`config.mk`:
```
export PLATFORM = sky130hd
export DESIGN_NAME = signed_int_to_decimal_chars
export DESIGN_NICKNAME = d
export VERILOG_FILES = /design/src/design/sidc_pkg.sv /design/src/design/signed_int_to_decimal_chars.sv /design/src/design/sidc_front.sv /design/src/design/sidc_queue.sv /design/src/design/sidc_back.sv
export SDC_FILE = /design/constraint.sdc
export NUM_CORES = 1
export LEC_CHECK = 0
export BUFFER_PORTS_ARGS = -buffer_cell sky130_fd_sc_hd__clkbuf_2
export CAP_MARGIN = 40
export CORE_MARGIN = 1
export CORE_UTILIZATION = 50
export CTS_CLUSTER_DIAMETER = 60
export DETAILED_ROUTE_END_ITERATION = 6
export GPL_TIMING_DRIVEN = 1
export PLACE_DENSITY = 0.73
export SLEW_MARGIN = 20
export SYNTH_ARGS = -nofsm -noshare
export SYNTH_HDL_FRONTEND = slang
export SYNTH_HIERARCHICAL = 1
export SYNTH_MEMORY_MAX_BITS = 65536
export SYNTH_SLANG_ARGS = --single-unit
```
`constraint.sdc`:
```
create_clock -name clk -period 11.21 [get_ports clk]
set_clock_uncertainty 0.15 [all_clocks]
set_input_delay 0 -clock clk [delete_from_list [all_inputs] [get_ports clk]]
set_output_delay 0 -clock clk [all_outputs]
set_load 0.02 [all_outputs]
```
`src/design/sidc_pkg.sv`:
```
// ----------------------------------------------------------------------------
// sidc_pkg
// shared types, character codes and power-of-ten table for the converter
// ----------------------------------------------------------------------------
package sidc_pkg;

  localparam int unsigned CHAR_W  = 6;
  localparam int unsigned QDEPTH  = 4;
  localparam int unsigned QPTR_W  = $clog2(QDEPTH);
  localparam int unsigned QCNT_W  = $clog2(QDEPTH + 1);

  localparam logic [CHAR_W-1:0] CH_ZERO  = 6'd48;
  localparam logic [CHAR_W-1:0] CH_MINUS = 6'd45;

  // one character beat between front and back
  typedef struct packed {
    logic [CHAR_W-1:0] ascii_char;
    logic              last;
  } char_beat_t;

  // mult * 10^pos, wide enough for 9 * 10^9
  function automatic logic [33:0] pow10_mul(input logic [3:0] pos, input logic [3:0] mult);
    logic [33:0] p;
    unique case (pos)
      4'd0:    p = 34'd1;
      4'd1:    p = 34'd10;
      4'd2:    p = 34'd100;
      4'd3:    p = 34'd1000;
      4'd4:    p = 34'd10000;
      4'd5:    p = 34'd100000;
      4'd6:    p = 34'd1000000;
      4'd7:    p = 34'd10000000;
      4'd8:    p = 34'd100000000;
      4'd9:    p = 34'd1000000000;
      default: p = 34'd0;
    endcase
    return p * {30'd0, mult};
  endfunction

endpackage

```
`src/design/signed_int_to_decimal_chars.sv`:
```
// ----------------------------------------------------------------------------
// signed_int_to_decimal_chars: 32-bit signed integer to decimal ascii beats
// a new value is taken only while idle, after the last digit of the one before
// the digit loop sets the pace and stalls only while the queue is full
// synchronous active-low reset empties the queue and idles both parts
// ----------------------------------------------------------------------------
module signed_int_to_decimal_chars (
  input  logic                          clk,
  input  logic                          rst_n,
  input  logic                          start,
  output logic                          busy,
  input  logic signed [31:0]            in_value,
  output logic                          out_strobe,
  output logic [sidc_pkg::CHAR_W-1:0]   out_ascii_char,
  output logic                          out_last
);
  import sidc_pkg::*;

  // front to queue
  logic       push;
  char_beat_t push_beat;
  logic       q_full;

  // queue to back
  logic       pop;
  logic       q_empty;
  char_beat_t head_beat;

  // front: takes a value when idle, forms the magnitude, then walks the
  // ten decimal positions from 10^9 down, one per cycle unless q_full,
  // dropping leading zeros; a negative value puts a minus beat out first
  sidc_front u_front (
    .clk       (clk),
    .rst_n     (rst_n),
    .start     (start),
    .in_value  (in_value),
    .q_full    (q_full),
    .busy      (busy),
    .push      (push),
    .push_beat (push_beat)
  );

  // queue: lets the front finish a value while the back still drains,
  // and stalls the front only if it ever fills up
  sidc_queue u_queue (
    .clk       (clk),
    .rst_n     (rst_n),
    .push      (push),
    .push_beat (push_beat),
    .pop       (pop),
    .full      (q_full),
    .empty     (q_empty),
    .head_beat (head_beat)
  );

  // back: one beat per cycle onto the strobed result ports
  sidc_back u_back (
    .clk            (clk),
    .rst_n          (rst_n),
    .q_empty        (q_empty),
    .head_beat      (head_beat),
    .pop            (pop),
    .out_strobe     (out_strobe),
    .out_ascii_char (out_ascii_char),
    .out_last       (out_last)
  );

endmodule

```
`src/design/sidc_front.sv`:
```
// ----------------------------------------------------------------------------
// sidc_front
// accepts a value, minus if negative, one digit per unstalled cycle msd first
// ----------------------------------------------------------------------------
module sidc_front (
  input  logic                   clk,
  input  logic                   rst_n,
  input  logic                   start,
  input  logic [31:0]            in_value,
  input  logic                   q_full,
  output logic                   busy,
  output logic                   push,
  output sidc_pkg::char_beat_t   push_beat
);
  import sidc_pkg::*;

  typedef enum logic [1:0] {F_IDLE, F_SIGN, F_DIGIT} front_state_t;

  front_state_t state_r, state_nxt;
  logic [31:0]  mag_r, mag_nxt;
  logic [3:0]   pos_r, pos_nxt;
  logic         lead_r, lead_nxt;

  logic [3:0]   digit;
  logic [31:0]  rem;
  logic         emit;

  assign busy = (state_r != F_IDLE);

  // nine trial subtractions in parallel, keep the largest one that fits
  always_comb begin
    logic [34:0] diff;
    digit = 4'd0;
    rem   = mag_r;
    for (int c = 1; c <= 9; c++) begin
      diff = {3'b000, mag_r} - {1'b0, pow10_mul(pos_r, 4'(c))};
      if (!diff[34]) begin
        digit = 4'(c);
        rem   = diff[31:0];
      end
    end
  end

  // leading zeros are dropped, the units digit always goes out
  assign emit = (digit != 4'd0) || lead_r || (pos_r == 4'd0);

  always_comb begin
    state_nxt = state_r;
    mag_nxt   = mag_r;
    pos_nxt   = pos_r;
    lead_nxt  = lead_r;
    push      = 1'b0;
    push_beat = '{ascii_char: CH_ZERO + {2'b00, digit}, last: (pos_r == 4'd0)};
    unique case (state_r)
      F_IDLE: begin
        if (start) begin
          mag_nxt   = in_value[31] ? (~in_value + 32'd1) : in_value;
          pos_nxt   = 4'd9;
          lead_nxt  = 1'b0;
          state_nxt = in_value[31] ? F_SIGN : F_DIGIT;
        end
      end
      F_SIGN: begin
        push_beat = '{ascii_char: CH_MINUS, last: 1'b0};
        if (!q_full) begin
          push      = 1'b1;
          state_nxt = F_DIGIT;
        end
      end
      F_DIGIT: begin
        if (!q_full) begin
          push     = emit;
          mag_nxt  = rem;
          lead_nxt = lead_r | emit;
          if (pos_r == 4'd0) begin
            state_nxt = F_IDLE;
          end else begin
            pos_nxt = pos_r - 4'd1;
          end
        end
      end
      default: state_nxt = F_IDLE;
    endcase
  end

  always_ff @(posedge clk) begin
    mag_r  <= mag_nxt;
    pos_r  <= pos_nxt;
    lead_r <= lead_nxt;
    if (!rst_n) begin
      state_r <= F_IDLE;
    end else begin
      state_r <= state_nxt;
    end
  end

endmodule

```
`src/design/sidc_queue.sv`:
```
// ----------------------------------------------------------------------------
// sidc_queue
// small character queue between the digit front and the output back
// ----------------------------------------------------------------------------
module sidc_queue (
  input  logic                 clk,
  input  logic                 rst_n,
  input  logic                 push,
  input  sidc_pkg::char_beat_t push_beat,
  input  logic                 pop,
  output logic                 full,
  output logic                 empty,
  output sidc_pkg::char_beat_t head_beat
);
  import sidc_pkg::*;

  char_beat_t          entry_r [QDEPTH];
  logic [QPTR_W-1:0]   wr_ptr_r, rd_ptr_r;
  logic [QCNT_W-1:0]   count_r;

  assign full      = (count_r == QCNT_W'(QDEPTH));
  assign empty     = (count_r == '0);
  assign head_beat = entry_r[rd_ptr_r];

  always_ff @(posedge clk) begin
    if (push) begin
      entry_r[wr_ptr_r] <= push_beat;
    end
  end

  always_ff @(posedge clk) begin
    if (!rst_n) begin
      wr_ptr_r <= '0;
      rd_ptr_r <= '0;
      count_r  <= '0;
    end else begin
      if (push) begin
        wr_ptr_r <= wr_ptr_r + QPTR_W'(1);
      end
      if (pop) begin
        rd_ptr_r <= rd_ptr_r + QPTR_W'(1);
      end
      case ({push, pop})
        2'b10:   count_r <= count_r + QCNT_W'(1);
        2'b01:   count_r <= count_r - QCNT_W'(1);
        default: count_r <= count_r;
      endcase
    end
  end

endmodule

```
`src/design/sidc_back.sv`:
```
// ----------------------------------------------------------------------------
// sidc_back
// drains the queue one beat per cycle into the registered result ports
// ----------------------------------------------------------------------------
module sidc_back (
  input  logic                          clk,
  input  logic                          rst_n,
  input  logic                          q_empty,
  input  sidc_pkg::char_beat_t          head_beat,
  output logic                          pop,
  output logic                          out_strobe,
  output logic [sidc_pkg::CHAR_W-1:0]   out_ascii_char,
  output logic                          out_last
);
  import sidc_pkg::*;

  logic              strobe_r;
  logic [CHAR_W-1:0] char_r;
  logic              last_r;

  // receiver cannot stall, so any queued beat leaves right away
  assign pop = !q_empty;

  always_ff @(posedge clk) begin
    char_r <= head_beat.ascii_char;
    last_r <= head_beat.last;
    if (!rst_n) begin
      strobe_r <= 1'b0;
    end else begin
      strobe_r <= pop;
    end
  end

  assign out_strobe     = strobe_r;
  assign out_ascii_char = char_r;
  assign out_last       = last_r;

endmodule

```
* Yosys cells after proc, flatten, opt, wreduce, memory -nomap -nowiden
Memories as Yosys holds them, arrays and structs flattened. A register that Yosys moved wholly into a read port is not among the register bits.
Index checks and enable logic that the tools add are counted.
** Word-level totals
- Output and inout port bits :: 9
- ROM bits :: 4320
- Input port bits :: 35
- Register bits :: 47
- Bits in writable memories :: 28
- Bits in latches :: 0
- Memories kept :: 10
** Cells by class
- Divide/modulo/power cells :: 0
- Eq/ne operators :: 11
- Add/subtract/negate cells :: 16
- Magnitude comparators :: 0
- Reduce and logical (&&, ||, !) cells :: 14
- Muxes and demuxes :: 51
- Shifts and indexed selects :: 0
- $mul :: 5
- Bitwise operators :: 2
** Memory list
- (no name shown) :: depth 16, width 30, rd ports 1, clocked after memory_dff 1, write ports 0, RTL line sidc_pkg.sv:24 : unique case (pos)
- (no name shown) :: depth 16, width 30, rd ports 1, clocked after memory_dff 1, write ports 0, RTL line sidc_pkg.sv:24
- (no name shown) :: depth 16, width 30, rd ports 1, clocked after memory_dff 1, write ports 0, RTL line sidc_pkg.sv:24
- (no name shown) :: depth 16, width 30, rd ports 1, clocked after memory_dff 1, write ports 0, RTL line sidc_pkg.sv:24
- (no name shown) :: depth 16, width 30, rd ports 1, clocked after memory_dff 1, write ports 0, RTL line sidc_pkg.sv:24
- (no name shown) :: depth 16, width 30, rd ports 1, clocked after memory_dff 1, write ports 0, RTL line sidc_pkg.sv:24
- +4 memories
** Operator list (number)
- $mux W32 :: 12
- $sub A32 B34 Y35 :: 9
- $mul A34 B3 Y34 const B :: 2
- $pmux W32 S2 :: 1
- $mux W4 :: 14
- $mul A34 B2 Y33 const B :: 1
- $mul A34 B2 Y34 const B :: 1
- $mul A34 B4 Y34 const B :: 1
- $add A32 B1 Y32 const B :: 1
- $not A32 Y32 :: 1
- $mux W2 :: 7
- $mux W3 :: 4
- $reduce_and A4 Y1 :: 3
- $ne A10 B10 Y1 const B :: 1
- $ne A2 B2 Y1 const B :: 4
- $pmux W4 S2 :: 1
- $mux W1 :: 7
- $mux W7 :: 1
- $add A5 B5 Y6 const A :: 1
- $pmux W2 S3 :: 1
- $pmux W3 S2 :: 1
- $reduce_bool A2 Y1 :: 3
- $add A2 B1 Y2 const B :: 2
- $eq A2 B1 Y1 const B :: 2
- other kinds (15) :: 18

* Logic depth before layout (Yosys ltp)
Gate-level depths: netlist of run 1.
- Word-level depth :: 17
- Mapped depth :: 37
- Depth with buffers taken out :: 35

* Hierarchy
The synthesis of run 1 kept the hierarchy.
** Modules (own cells, without submodules)
- sidc_front :: cells each 3082, area each 23142.2 sq um, times used 1, seq. area each 1611.5 sq um
- sidc_queue :: cells each 83, area each 1463.9 sq um, times used 1, seq. area each 1021.0 sq um
- sidc_back :: cells each 10, area each 170.2 sq um, times used 1, seq. area each 160.2 sq um

* Worst setup path before layout of run 1
No wires, ideal clock.
- Kind :: register to register
- From :: register (tool-made name)
- To :: register u_queue.count_r[2]
- Path slack :: 3.086 ns
- Period minus slack after synthesis :: 8.124 ns
- Library setup time :: 0.070 ns
- Data required time :: 10.990 ns
- Cell stages (with the launch flop) :: 37
- Arrival :: 7.904 ns
- Path through :: dfxtp_1 -> ha_1 -> ha_1 -> inv_1 -> fa_1 -> nor2b_1 -> o21ai_0 -> a21boi_0 -> o21a_1 -> o21ai_0 -> nand2b_1 -> a41oi_1 -> a211oi_1 -> o31ai_1 -> a21o_1 -> a21oi_1 -> and4b_1 -> a2111oi_0 -> ha_1 -> and3_1 -> a2111o_1 -> a31oi_1 -> a211oi_1 -> a41oi_1 -> a311o_1 -> clkbuf_1 -> nand2_1 -> or4_1 -> o41a_1 -> o211a_1 -> inv_1 -> ha_1 -> inv_1 -> fa_1 -> xor2_1 -> or3_1 -> a21boi_1
** RTL lines
- to (signal assigned) :: RTL line sidc_queue.sv:44 : 2'b10: count_r <= count_r + QCNT_W'(1);
- to (signal assigned) :: RTL line sidc_queue.sv:45 : 2'b01: count_r <= count_r - QCNT_W'(1);
- to (signal assigned) :: RTL line sidc_queue.sv:46 : default: count_r <= count_r;
- to (decl) :: RTL line sidc_queue.sv:19 : logic [QCNT_W-1:0] count_r;

==> qor.csv, run 1 <==
metric,value,unit
sequential-to-total area share from yosys stat,11.3,%
hold_ws,0.0207,ns
core area,49000,µm²
WP data arrival,9.48,ns
drt pass-1 iters,6,
number of nets in the final layout,3680,
later-pin clock latency in the skew report,0.40,ns
Inserted Clock Buffers,9,
dominant synthesized flop cell,edfxtp_1,
share of layout cells above drive strength 1,5.08,%
Highest Clock Rate,108,MHz
grt ovf,0,
Fin. Hold Viols,0,
Die Width,225,µm
PortBufs,43,
DIE AREA,50400,µm²
Final GP Congestion,1.02,
crit path max-delay cell type,dfxtp_1,
setup TNS,0,ns
Tmin final,9.30,ns
Final period util,82.9,%
Vias,25335,
DP Wirelength,69.8,mm
max incr delay on CP,0.76,ns
ranking of synthesized cells by area,"ha_1, edfxtp_1, xnor2_1",
IO Pins,44,
initial antenna violation count,0,
Post-synth EDFFs,65,
Critical Path Source Type,flip-flop,
DR vias/cell,6.54,
synthesized cell area,24800,µm²
Buf/Inv on CP,3,
"Area growth, synth to finish",6.10,%
relative slew slack,35.5,%
Synth async-reset ratio,0,%
Yosys reg bits,107,
syn_area_per_cell,7.80,µm²
utilization after layout,53.7,%
Worst-path clk slew,0.10,ns
vias in the first global route,23237,
Iter 0 DRT Violations,2946,
post-synth top area share,20.5,%
critical path class,reg -> reg,
Max Cap Viol,0,
main combinational cell family by area after synthesis,compound AO/OA/AOI/OAI gates,
XOR/XNOR Fraction of Synth Area,12.4,%
crit path capture type,flip-flop,
RSZ-0062 raised after global routing,no,
setup bufs post-CTS,0,
number of setup violations in the final report,0,
htree depth,3,
Hold Path Class,in -> reg,
DRT Wirelength,86.4,mm
first-pass GRT wire length,131,mm
CTS tree,built,
CP top delay family,compound AO/OA/AOI/OAI gates,
Pins Over Slew Limit,0,
mux contribution to synthesized area,1.58,%
chip height,225,µm
Tot GR Track Use,33.8,%
status,"finished, final reports clean",
largest net degree at the start of global routing,53,
Post-Synth Adder-Cell Area,23.3,%
Compound-Gate Fraction of Synth Area,31.5,%
worst path required time,11.39,ns
DRC viols,0,
leading area contributor after synthesis,ha_1,
distinct cell type count after synthesis,94,
Max clock buf depth,2,
Antenna Violating Nets Remaining,0,
"Net Count, Synth",3650,
Simple-Gate Fraction of Synth Area,16.5,%
"most used cell, CP",ha_1,
YS warnings,6,
CTS Root Buffer Type,clkbuf_16,
Routed WL per cell,22.3,µm
CTS Sinks,107,
row cnt,81,
"Max FO, Critical Path",11,
Worst-Margin Slew,0.943,ns
Post-Syn Instances,3175,
Starting Density,50.6,%
==> worst paths after layout <==
kind	start	end	slack [ns]	cells past startpoint
max	flip-flop	u_queue/count_r[2]	1.91	35
min	in_value[20]	u_front/mag_r[20]	0.02	4
max reg2reg	flip-flop	u_queue/count_r[2]	1.91	35
min reg2reg	u_queue/count_r[2]	u_queue/count_r[2]	0.37	2
==> layer usage <==
| metal | part of all wire (%) | track usage [%] |
|---|---|---|
| met3 | 11 | 6.31 |
| met1 | 44 | 47.5 |
| met4 | 3.8 | 11.9 |
| met5 | 0 | 0 |
| met2 | 42 | 51.3 |
==> cell type report <==
type,instances,area (µm²)
clock inverters,7,86.3
well taps,664,831
fillers,4724,22700
multi-input cells,2851,21200
repair buffers,93,628
inverters,143,537
clock buffers,9,225
flip-flops and latches,107,2790
diodes,1,2.50
==> synthesized netlist by cell type (18+ instances only) <==
library cell and instances:
o21a_1 58, nand2b_1 68, edfxtp_1 65, nor2_1 226, inv_1 141, nor3_1 49
a31oi_1 52, a221oi_1 18, a21oi_1 321, clkbuf_1 62, ha_1 406, nand4_1 23
nor2b_1 44, o31a_1 21, a21o_1 129, or2_2 22, o21ai_0 241, dfxtp_1 42
mux2i_1 20, or3_1 29, a211oi_1 46, o31ai_1 40, xnor2_1 221, fa_1 34
xor2_1 130, o22ai_1 20, o211ai_1 35, and2_1 27, o21bai_1 41, and3_1 32
nand3_1 67, nand2_1 194
==> cell families after synthesis <==
family,after synthesis
simple gates,829
mux,30
other cells,1
compound gates,1198
buf+inv,217
flops,107
fa+ha+maj,442
xor+xnor,351
==> timing repair <==
item / in CTS / in global routing
resized for setup: 0 / 0
hold buffers: 15 / 0
endpoints found under the hold margin: 24 / 0
==> cell usage in the layout, fill, tap and decap left out, types with 13 or more instances in the layout <==
| master | n |
|---|---|
| and3_1 | 32 |
| dfxtp_1 | 41 |
| o221ai_1 | 14 |
| a221oi_1 | 18 |
| and2_1 | 27 |
| nor2_1 | 226 |
| or3_1 | 29 |
| edfxtp_1 | 65 |
| a211o_1 | 15 |
| nor2b_1 | 44 |
| nand4_1 | 23 |
| or2_2 | 22 |
| a21oi_1 | 321 |
| inv_1 | 141 |
| nand3_1 | 67 |
| a311oi_1 | 13 |
| nor3_1 | 48 |
| a211oi_1 | 45 |
| o21a_1 | 58 |
| dlygate4sd3_1 | 15 |
| a2111oi_0 | 14 |
| a31oi_1 | 51 |
| ha_1 | 405 |
| o31ai_1 | 40 |
| xor2_1 | 130 |
| nand2b_1 | 68 |
| o211ai_1 | 35 |
| nand2_1 | 194 |
| clkbuf_2 | 43 |
| mux2i_1 | 20 |
| o21ai_0 | 239 |
| fa_1 | 34 |
| o22ai_1 | 20 |
| xnor2_1 | 221 |
| o21bai_1 | 41 |
| buf_4 | 33 |
| o31a_1 | 20 |
| a21o_1 | 129 |
==> worst reg2reg max path: cells and delay by family, from the launching register on <==
kind            cells  cell delay, ns
compound gates     18            4.80
buf+inv             3            0.22
simple gates        7            1.45
fa+ha+maj           6            1.71
xor+xnor            1            0.15
flops               1            0.76
==> metrics by stage <==
stage          std cells  setup slack, ns  cell area, µm²
6_report            3875             1.91           26300
5_1_grt             3874             1.27           26300
4_1_cts             3874             1.97           26300
3_5_place_dp        3843             1.99           25800
3_3_place_gp        3839             2.11           25800
2_1_floorplan       3175             3.09           24800
Power of run 1 is not shown: default switching activity piles up to over one toggle a cycle in this logic, so the estimate is an artifact.
==> inputs of run 2 (changes only) <==
--- a/config.mk
+++ b/config.mk
@@ -12,7 +12,7 @@
 export CTS_CLUSTER_DIAMETER = 60
 export DETAILED_ROUTE_END_ITERATION = 6
 export GPL_TIMING_DRIVEN = 1
-export PLACE_DENSITY = 0.73
+export PLACE_DENSITY = 0.75
 export SLEW_MARGIN = 20
 export SYNTH_ARGS = -nofsm -noshare
 export SYNTH_HDL_FRONTEND = slang
==> constraint.sdc (replaced) <==
create_clock -name clk -period 7.55 [get_ports clk]
set_clock_uncertainty 0.15 [all_clocks]
set_input_delay 0 -clock clk [delete_from_list [all_inputs] [get_ports clk]]
set_output_delay 0 -clock clk [all_outputs]
set_load 0.02 [all_outputs]
==> qor.csv, run 2 (synthesized netlist as in run 1, its figures left out) <==
metric,value,unit
"Area growth, synth to finish",14.8,%
Inserted Clock Buffers,9,
most frequent cells in the layout,"ha_1, a21oi_1, o21ai_0, buf_4, nor2_1",
crit path max-delay cell type,fa_1,
Vias,26198,
Worst-path clk slew,0.10,ns
number of diodes,0,
Final GP Congestion,1.06,
htree depth,3,
"leading cell type in the layout, fill and taps excluded",ha_1,
later-pin clock latency in the skew report,0.43,ns
Antenna Violating Nets Remaining,0,
RSZ-0062 raised after global routing,yes,
Max Cap Viol,0,
number of nets in the final layout,3890,
Reg area,2810,µm²
Tmin final,7.51,ns
chip height,225,µm
WP data arrival,7.71,ns
IO Pins,44,
Pins Over Slew Limit,0,
DRT Wirelength,89.9,mm
largest net degree at the start of global routing,52,
Starting Density,50.6,%
Multi-input gate area,21700,µm²
Worst-Margin Slew,1.05,ns
"Max FO, Critical Path",5,
initial antenna violation count,1,
RR Endpoint,u_queue/count_r[2],
r2r worst-path depth,35,
Reg2Reg Setup Slack,0.04,ns
drt pass-1 iters,6,
worst path required time,7.74,ns
Fin. Hold Viols,0,
Die Width,225,µm
row cnt,81,
Iter 0 DRT Violations,2753,
Final period util,99.5,%
max incr delay on CP,0.56,ns
share of layout cells above drive strength 1,13.4,%
Routed WL per cell,22.0,µm
number of setup violations in the final report,0,
critical path class,reg -> reg,
DR vias/cell,6.41,
Max clock buf depth,2,
status,"finished, final reports clean",
CTS Sinks,107,
filler cell count,4464,
Hold Path Class,in -> reg,
Critical Path Source Type,flip-flop,
CTS tree,built,
core area,49000,µm²
DP Wirelength,71.6,mm
DIE AREA,50400,µm²
Highest Clock Rate,133,MHz
crit path capture type,flip-flop,
Critical Path Sink,u_queue/count_r[2],
PortBufs,43,
Tot GR Track Use,35.0,%
vias in the first global route,24508,
hold_ws,0.0244,ns
CTS Root Buffer Type,clkbuf_16,
DRC viols,0,
grt ovf,0,
first-pass GRT wire length,136,mm
relative slew slack,29.7,%
==> run 2: changes by cell type in the layout (fill, tap and decap cells not counted), sizes merged <==
cell / change
inv: -2
diode: -1
buf: +205
dlygate4sd3: +5
clkinv: +2
==> run 2: cell type report <==
type / instances / share of cell area, %
inverter: 143 / 1.89
timing repair buffer: 303 / 7.99
clock buffer: 9 / 0.792
multi-input combinational: 2851 / 76.2
clock inverter: 7 / 0.321
sequential: 107 / 9.88
tap: 664 / 2.92
==> run 2: metal layers <==
layer / GRT usage [%] / wire length [µm]
met1: 47.8 / 38200
met2: 54.1 / 38000
met3: 6.13 / 9660
met4: 14.5 / 4150
met5: 0 / 0
==> run 2: how the worst min path moves through the flow <==
stage            startpoint                  to  slack [ns]  cells past startpoint
2_1_floorplan         rst_n           flip-flop       -0.03                      1
3_3_place_gp          start  u_front/state_r[0]        0.15                      3
3_5_place_dp          start  u_front/state_r[0]        0.14                      3
5_1_grt        in_value[20]   u_front/mag_r[20]        0.05                      4
6_report       in_value[18]   u_front/mag_r[18]        0.02                      4
4_1_cts        in_value[11]   u_front/mag_r[11]       0.004                      4
==> run 2: stage by stage <==
stage | setup slack, ns | TNS, ns | cell area, µm² | std cells | util, %
finish | 0.0353 | 0 | 28400 | 4084 | 58.1
global route | -0.249 | -0.322 | 28400 | 4084 | 58.1
CTS | 0.00151 | 0 | 28200 | 4076 | 57.6
detailed placement | -0.486 | -0.738 | 27000 | 3992 | 55.1
global placement | -0.285 | -0.328 | 26900 | 3988 | 55.1
floorplan | 0.00109 | 0 | 24800 | 3175 | -
==> run 2: repair_timing <==
action / in CTS / in global routing
cloned: 0 / 0
buffers inserted: 48 / 8
pin swaps: 69 / 63
gates resized for setup: 80 / 40
endpoints found under the hold margin: 29 / 0
hold buffers: 20 / 0
setup endpoints to repair: 3 / 4
==> run 2: worst max-delay path: cells and delay by family, from the launching register on <==
kind / cells / cell delay [ns]
xor+xnor: 1 / 0.15
fa+ha+maj: 5 / 1.55
compound gates: 15 / 2.97
buf+inv: 6 / 0.67
simple gates: 8 / 1.58
flops: 1 / 0.35
Power of run 2 is left out for the same reason.
